$ cat src/hw/rtl/svmh_pkg.sv
// Shared types, constants and tables for the star velocity-map histogram.
// No dependencies; used by every module of the block.
`default_nettype none

package svmh_pkg;

    // Default geometry of the histogram store
    localparam int QUADRANTS_DEF   = 4;
    localparam int VR_BINS_DEF     = 80;
    localparam int VA_BINS_DEF     = 100;
    localparam int COUNT_WIDTH_DEF = 32;

    // Velocity binning: bins of VBIN_WIDTH km/s from -VBIN_LOW km/s.
    // floor(t / 3) for t below 768 is (t * 683) >> 11.
    localparam int VBIN_LOW         = 150;
    localparam int VBIN_WIDTH       = 3;
    localparam int VBIN_RECIP       = 683;
    localparam int VBIN_RECIP_SHIFT = 11;
    localparam int BIN_W            = 8;

    localparam int CORDIC_STEPS   = 20;
    localparam int ANG_W          = 25;
    localparam int LAT_RIGHT_ANGLE = 90 * 65536;

    localparam int JOB_FIFO_DEPTH = 2;

    // Register reset values
    localparam logic [31:0] SUN_DISTANCE_RST      = 32'd655360;
    localparam logic [31:0] CIRCULAR_VELOCITY_RST = 32'd0;
    localparam logic [31:0] VELOCITY_UNIT_RST     = 32'd6514000;
    localparam logic [31:0] SELECTION_RADIUS_RST  = 32'd32768;
    localparam logic [22:0] LATITUDE_LIMIT_RST    = 23'd655360;

    typedef enum logic [2:0] {
        CFG_SUN_DISTANCE      = 3'd0,
        CFG_CIRCULAR_VELOCITY = 3'd1,
        CFG_VELOCITY_UNIT     = 3'd2,
        CFG_SELECTION_RADIUS  = 3'd3,
        CFG_LATITUDE_LIMIT    = 3'd4
    } cfg_index_t;

    typedef enum logic {
        OP_BIN  = 1'b0,
        OP_READ = 1'b1
    } opcode_t;

    typedef enum logic [1:0] {
        JOB_REJECT = 2'd0,
        JOB_COUNT  = 2'd1,
        JOB_READ   = 2'd2
    } job_kind_t;

    typedef struct packed {
        logic [31:0] sun_distance;
        logic [31:0] circular_velocity;
        logic [31:0] velocity_unit;
        logic [31:0] selection_radius;
        logic [22:0] latitude_limit;
    } svmh_cfg_t;

    typedef struct packed {
        job_kind_t        kind;
        logic [1:0]       quad;
        logic [BIN_W-1:0] vr;
        logic [BIN_W-1:0] va;
        logic             in_range;
    } svmh_job_t;

    // atan(2^-i) in Q16.16 degrees
    function automatic logic [21:0] atan_deg(input logic [4:0] i);
        logic [21:0] r;
        case (i)
            5'd0:    r = 22'd2949120;
            5'd1:    r = 22'd1740967;
            5'd2:    r = 22'd919879;
            5'd3:    r = 22'd466945;
            5'd4:    r = 22'd234379;
            5'd5:    r = 22'd117304;
            5'd6:    r = 22'd58666;
            5'd7:    r = 22'd29335;
            5'd8:    r = 22'd14668;
            5'd9:    r = 22'd7334;
            5'd10:   r = 22'd3667;
            5'd11:   r = 22'd1833;
            5'd12:   r = 22'd917;
            5'd13:   r = 22'd458;
            5'd14:   r = 22'd229;
            5'd15:   r = 22'd115;
            5'd16:   r = 22'd57;
            5'd17:   r = 22'd29;
            5'd18:   r = 22'd14;
            5'd19:   r = 22'd7;
            default: r = 22'd0;
        endcase
        return r;
    endfunction

endpackage

`default_nettype wire

$ cat src/hw/rtl/svmh_fifo.sv
// Short request queue between the classifier front and the histogram back end.
// Depends on svmh_pkg for the job type.
`default_nettype none

module svmh_fifo #(
    parameter int DEPTH = svmh_pkg::JOB_FIFO_DEPTH
) (
    input  wire                    clk,
    input  wire                    rst_n,
    input  wire                    wr_en,
    input  svmh_pkg::svmh_job_t    din,
    output logic                   full,
    input  wire                    rd_en,
    output svmh_pkg::svmh_job_t    dout,
    output logic                   empty
);

    localparam int PW = (DEPTH > 1) ? $clog2(DEPTH) : 1;
    localparam int CW = $clog2(DEPTH + 1);

    svmh_pkg::svmh_job_t slot_reg [DEPTH];
    logic [PW-1:0] wr_ptr_reg, wr_ptr_next;
    logic [PW-1:0] rd_ptr_reg, rd_ptr_next;
    logic [CW-1:0] count_reg, count_next;
    logic          do_wr, do_rd;

    assign full  = (count_reg == CW'(DEPTH));
    assign empty = (count_reg == '0);
    assign dout  = slot_reg[rd_ptr_reg];
    assign do_wr = wr_en && !full;
    assign do_rd = rd_en && !empty;

    always_comb
    begin
        wr_ptr_next = wr_ptr_reg;
        rd_ptr_next = rd_ptr_reg;
        count_next  = count_reg;
        if (do_wr)
        begin
            wr_ptr_next = (wr_ptr_reg == PW'(DEPTH - 1)) ? '0 : wr_ptr_reg + PW'(1);
        end
        if (do_rd)
        begin
            rd_ptr_next = (rd_ptr_reg == PW'(DEPTH - 1)) ? '0 : rd_ptr_reg + PW'(1);
        end
        if (do_wr && !do_rd)
        begin
            count_next = count_reg + CW'(1);
        end
        else if (do_rd && !do_wr)
        begin
            count_next = count_reg - CW'(1);
        end
    end

    always_ff @(posedge clk or negedge rst_n)
    begin
        if (!rst_n)
        begin
            wr_ptr_reg <= '0;
            rd_ptr_reg <= '0;
            count_reg  <= '0;
        end
        else
        begin
            wr_ptr_reg <= wr_ptr_next;
            rd_ptr_reg <= rd_ptr_next;
            count_reg  <= count_next;
        end
    end

    always_ff @(posedge clk)
    begin
        if (do_wr)
        begin
            slot_reg[wr_ptr_reg] <= din;
        end
    end

endmodule

`default_nettype wire

$ cat config.mk
export PLATFORM = sky130hd
export DESIGN_NAME = svmh_fifo
export DESIGN_NICKNAME = d
export VERILOG_FILES = /design/src/hw/rtl/svmh_pkg.sv /design/src/hw/rtl/svmh_fifo.sv
export SDC_FILE = /design/constraint.sdc
export NUM_CORES = 1
export LEC_CHECK = 0
export CORE_MARGIN = 2
export CORE_UTILIZATION = 55
export CTS_BUF_LIST = sky130_fd_sc_hd__clkbuf_8 sky130_fd_sc_hd__clkbuf_16
export CTS_CLUSTER_DIAMETER = 100
export DETAILED_ROUTE_END_ITERATION = 8
export DONT_BUFFER_PORTS = 1
export PLACE_DENSITY = 0.73
export RECOVER_POWER = 50
export SLEW_MARGIN = 10
export SYNTH_ARGS = -nofsm -noshare
export SYNTH_HDL_FRONTEND = slang
export SYNTH_SLANG_ARGS = --single-unit
$ cat constraint.sdc
create_clock -name clk -period 2.1 [get_ports clk]
set_input_delay 0.315 -clock clk [delete_from_list [all_inputs] [get_ports clk]]
set_output_delay 0.315 -clock clk [all_outputs]
set_load 0.02 [all_outputs]
==> summary.md <==
| Metric | Value |
|---|---|
| PD cells | `1460 nW/um^2` |
| Final period utilization | `0.787` |
| VDD IR max | `0.748 mV` |
| Share of cells above drive strength 1 | `0.313` |
| CP startpoint kind | `flop` |
| Delay-heaviest family, CP | `simple AND/OR/NAND/NOR gates` |
| HPWL after DPL | `between 1500 and 2000 microns` |
| Max Fclk | `605 MHz` |
| Final Max Slew Viols | `0` |
| Predominant post-synthesis flop cell | `edfxtp_1` |
| Slew margin rel. | `0.667` |
| Setup crit end kind | `flop` |
| Yosys warnings | `0` |
| Max Cap Viol | `0` |
| Largest net degree at the start of global routing | `22` |
| CP bufs+invs | `1` |
| Worst-Skew Late Latency | `280 ps` |
| Clock share of power | `0.164` |
| Sink Count | `46` |
| Sw Pwr | `951 uW` |
| Number of global-route vias before repair | `773` |
| Largest register FFs | `between 40 and 50` |
| Syn_area_per_cell | `21.4 sq um` |
| Wire per inst | `around 17 microns` |
| GR Util All Layers | `0.138` |
| GP Congestion | `roughly 0.63` |
| Final Setup Violations | `0` |
| Worst hold path type | `in -> reg` |
| Mapped cell area | `1800 sq um` |
| CTS clock-pin slew for the worst setup and hold paths | `80 ps` |
| Worst setup path class | `reg -> reg` |
| Register area share after synthesis | `0.757` |
| CP max FO | `9` |
| Reg2reg setup slack | `450 ps` |
| Post-synth EDFFs | `42` |
| RSZ-0062 raised after global routing | `false` |
| Congestion Overflow GR | `0` |
| Mapped Nets | `110` |
| CTS Buffer Depth | `2` |
| Register-to-Register Path Depth | `4` |
| DR pass1 iterations | `4` |
| Top cells by count, synth | `edfxtp_1 (42), mux2_4 (19), dfrtp_1 (4), nor2_1 (3)` |
| Worst Path Required | `2020 ps` |
| Initial Util | `0.584` |
| TritonCTS clock tree | `built` |
| Internal | `1910 uW` |
| NumNets Final | `121` |
| Layout area overhead | `8.63%` |
| Sequential fraction of design power | `0.470` |
| Combinational power share | `0.366` |
| Num ports | `48` |
| Switch share | `0.332` |
| Worst r2r src | `count_reg[0]` |
| Remaining antenna violation count | `0` |
| CTS buffer count | `5` |
| Core Rows | `20` |
| Clock Skew | `just over 6 ps` |
| Most frequent cell after synthesis | `edfxtp_1` |
| Fillers | `244` |
| N_diodes | `0` |
| Unique cell type count in the Yosys netlist | `15` |
| Yosys top cell area share | `0.701` |
| Crit-path cells | `nand2b_1 -> nand2_1 -> nor2_1 -> clkbuf_1` |
| CTS root buffer | `clkbuf_8` |
| CP max stage delay | `about 430 ps` |
| Vias/cell | `5.13` |
| Status | `completed` |
| First-pass GRT wire length | `3500 microns` |
| Cells after Synth | `84` |
| Pleak | `0.000735 uW` |
| Area after DPL | `~1900 sq um` |
| Post-CTS Setup Inserts | `0` |
| Endpoints failing hold | `0` |
| Design Area, Final | `about 2000 sq um` |
| Hold Startpoint | `din[3]` |
| Drt total wl | `approximately 2400 microns` |
| Iter 0 DRT Violations | `15` |
| Setup TNS | `0 ps` |
| Signal arrival time at the worst endpoint | `1570 ps` |
| Die Wd | `61.2 microns` |
| Die Span Y | `61.2 microns` |
| DRC viols | `0` |
| Initial antenna violation count | `0` |
| Core footprint | `3080 sq um` |
| Reg2Reg Capture Point | `slot_reg[0][12]` |
| Worst-Margin Slew | `500 ps` |
| WHS Path Cells | `0` |
| Async set-reset flop share out of synthesis | `0.0870` |
| Total number of vias | `718` |
| H-tree depth | `2` |
| #FFs+latches synth | `46` |
| WHS Endpoint | `slot_reg[1][3]` |
| Synth area leader | `edfxtp_1` |
| Fin crit period | `around 1700 ps` |
| Synth area leaders | `edfxtp_1 (70%), mux2_4 (16%), dfrtp_1 (5.6%)` |
| Die area | `3740 sq um` |
| Slowest CP cell | `dfrtp_1` |
| Port Buf Inserts | `0` |
==> power by group through the flow <==
| stage | logic [uW] | registers, uW | clock network, uW |
|---|---|---|---|
| after CTS | 1090 | 1350 | 489 |
| after global placement | 1050 | 1350 | 0 |
| after global routing | 1120 | 1370 | 521 |
| after detailed placement | 1080 | 1370 | 0 |
| after floorplan | 923 | 1360 | 0 |
| final | 1050 | 1350 | 469 |
==> worst register-to-register path, delay by kind of cell (launching register included) <==
family	cells	cell delay (ps)
AND/OR/NAND/NOR	3	450
flip-flops	1	430
buffers and inverters	1	420
==> repair_timing <==
action                                 4_1_cts  5_1_grt
hold buffers                                 1        0
endpoints found under the hold margin        4        0
resized for setup                            0        0
==> layer usage <==
layer	share of wire	track usage	vias to the layer above
met5	0	0	-
met4	0.0059	0.0590	0
met3	0.10	0.0735	2
met2	0.54	0.237	30
met1	0.35	0.138	349
li1	-	-	337
==> final cells by class <==
class                           instances  area [sq um]  share of cell area
Tap cell                               44          55.1              0.0282
Multi-Input combinational cell         34           404               0.207
Inverter                                2          7.51             0.00384
Timing Repair Buffer                    6          43.8              0.0224
Clock buffer                            5          68.8              0.0352
Clock inverter                          3          12.5             0.00641
Sequential cell                        46          1360               0.697
==> per-stage QoR <==
stage	setup slack, ps	utilization	hold WS [ps]	total power, uW	std cells
4_1_cts	464	0.637	119	2920	140
5_1_grt	309	0.635	106	3010	140
3_3_place_gp	682	0.608	19.5	2410	131
3_5_place_dp	587	0.608	19.5	2450	131
2_1_floorplan	142	-	19.4	2280	84
6_report	447	0.635	127	2860	140
==> worst max-delay path by stage <==
stage	from	to	slack (ps)	cells past startpoint
6_report	count_reg[0]	slot_reg[0][12]	450	4
5_1_grt	count_reg[0]	slot_reg[0][12]	310	4
2_1_floorplan	count_reg[0]	slot_reg[0][0]	140	3
4_1_cts	rd_ptr_reg	dout[4]	460	2
3_5_place_dp	count_reg[0]	count_reg[1]	590	7
3_3_place_gp	count_reg[0]	count_reg[1]	680	7
==> cells in the final DEF (no fill, tap or decap) <==
cell type	instances
dfrtp_1	4
mux2_1	2
xnor2_2	1
mux2_4	19
nor2_1	3
nand2b_1	1
inv_1	3
ha_1	1
xor2_1	2
clkbuf_1	1
clkinv_1	1
buf_4	4
clkinv_2	1
clkbuf_8	5
nand2_1	1
dlygate4sd3_1	1
and3_1	1
edfxtp_1	42
o21ai_0	1
xnor2_1	2
==> cells by family after synthesis <==
group,Yosys count,synth area share
XOR/XNOR,5,0.0285
AND/OR/NAND/NOR,6,0.0167
adder cells (fa/ha/maj),1,0.00696
AO/OA/AOI/OAI,1,0.00278
flip-flops,46,0.757
buffers and inverters,4,0.0167
multiplexers,21,0.171
No activity file was read; power rests on OpenSTA's default activity.
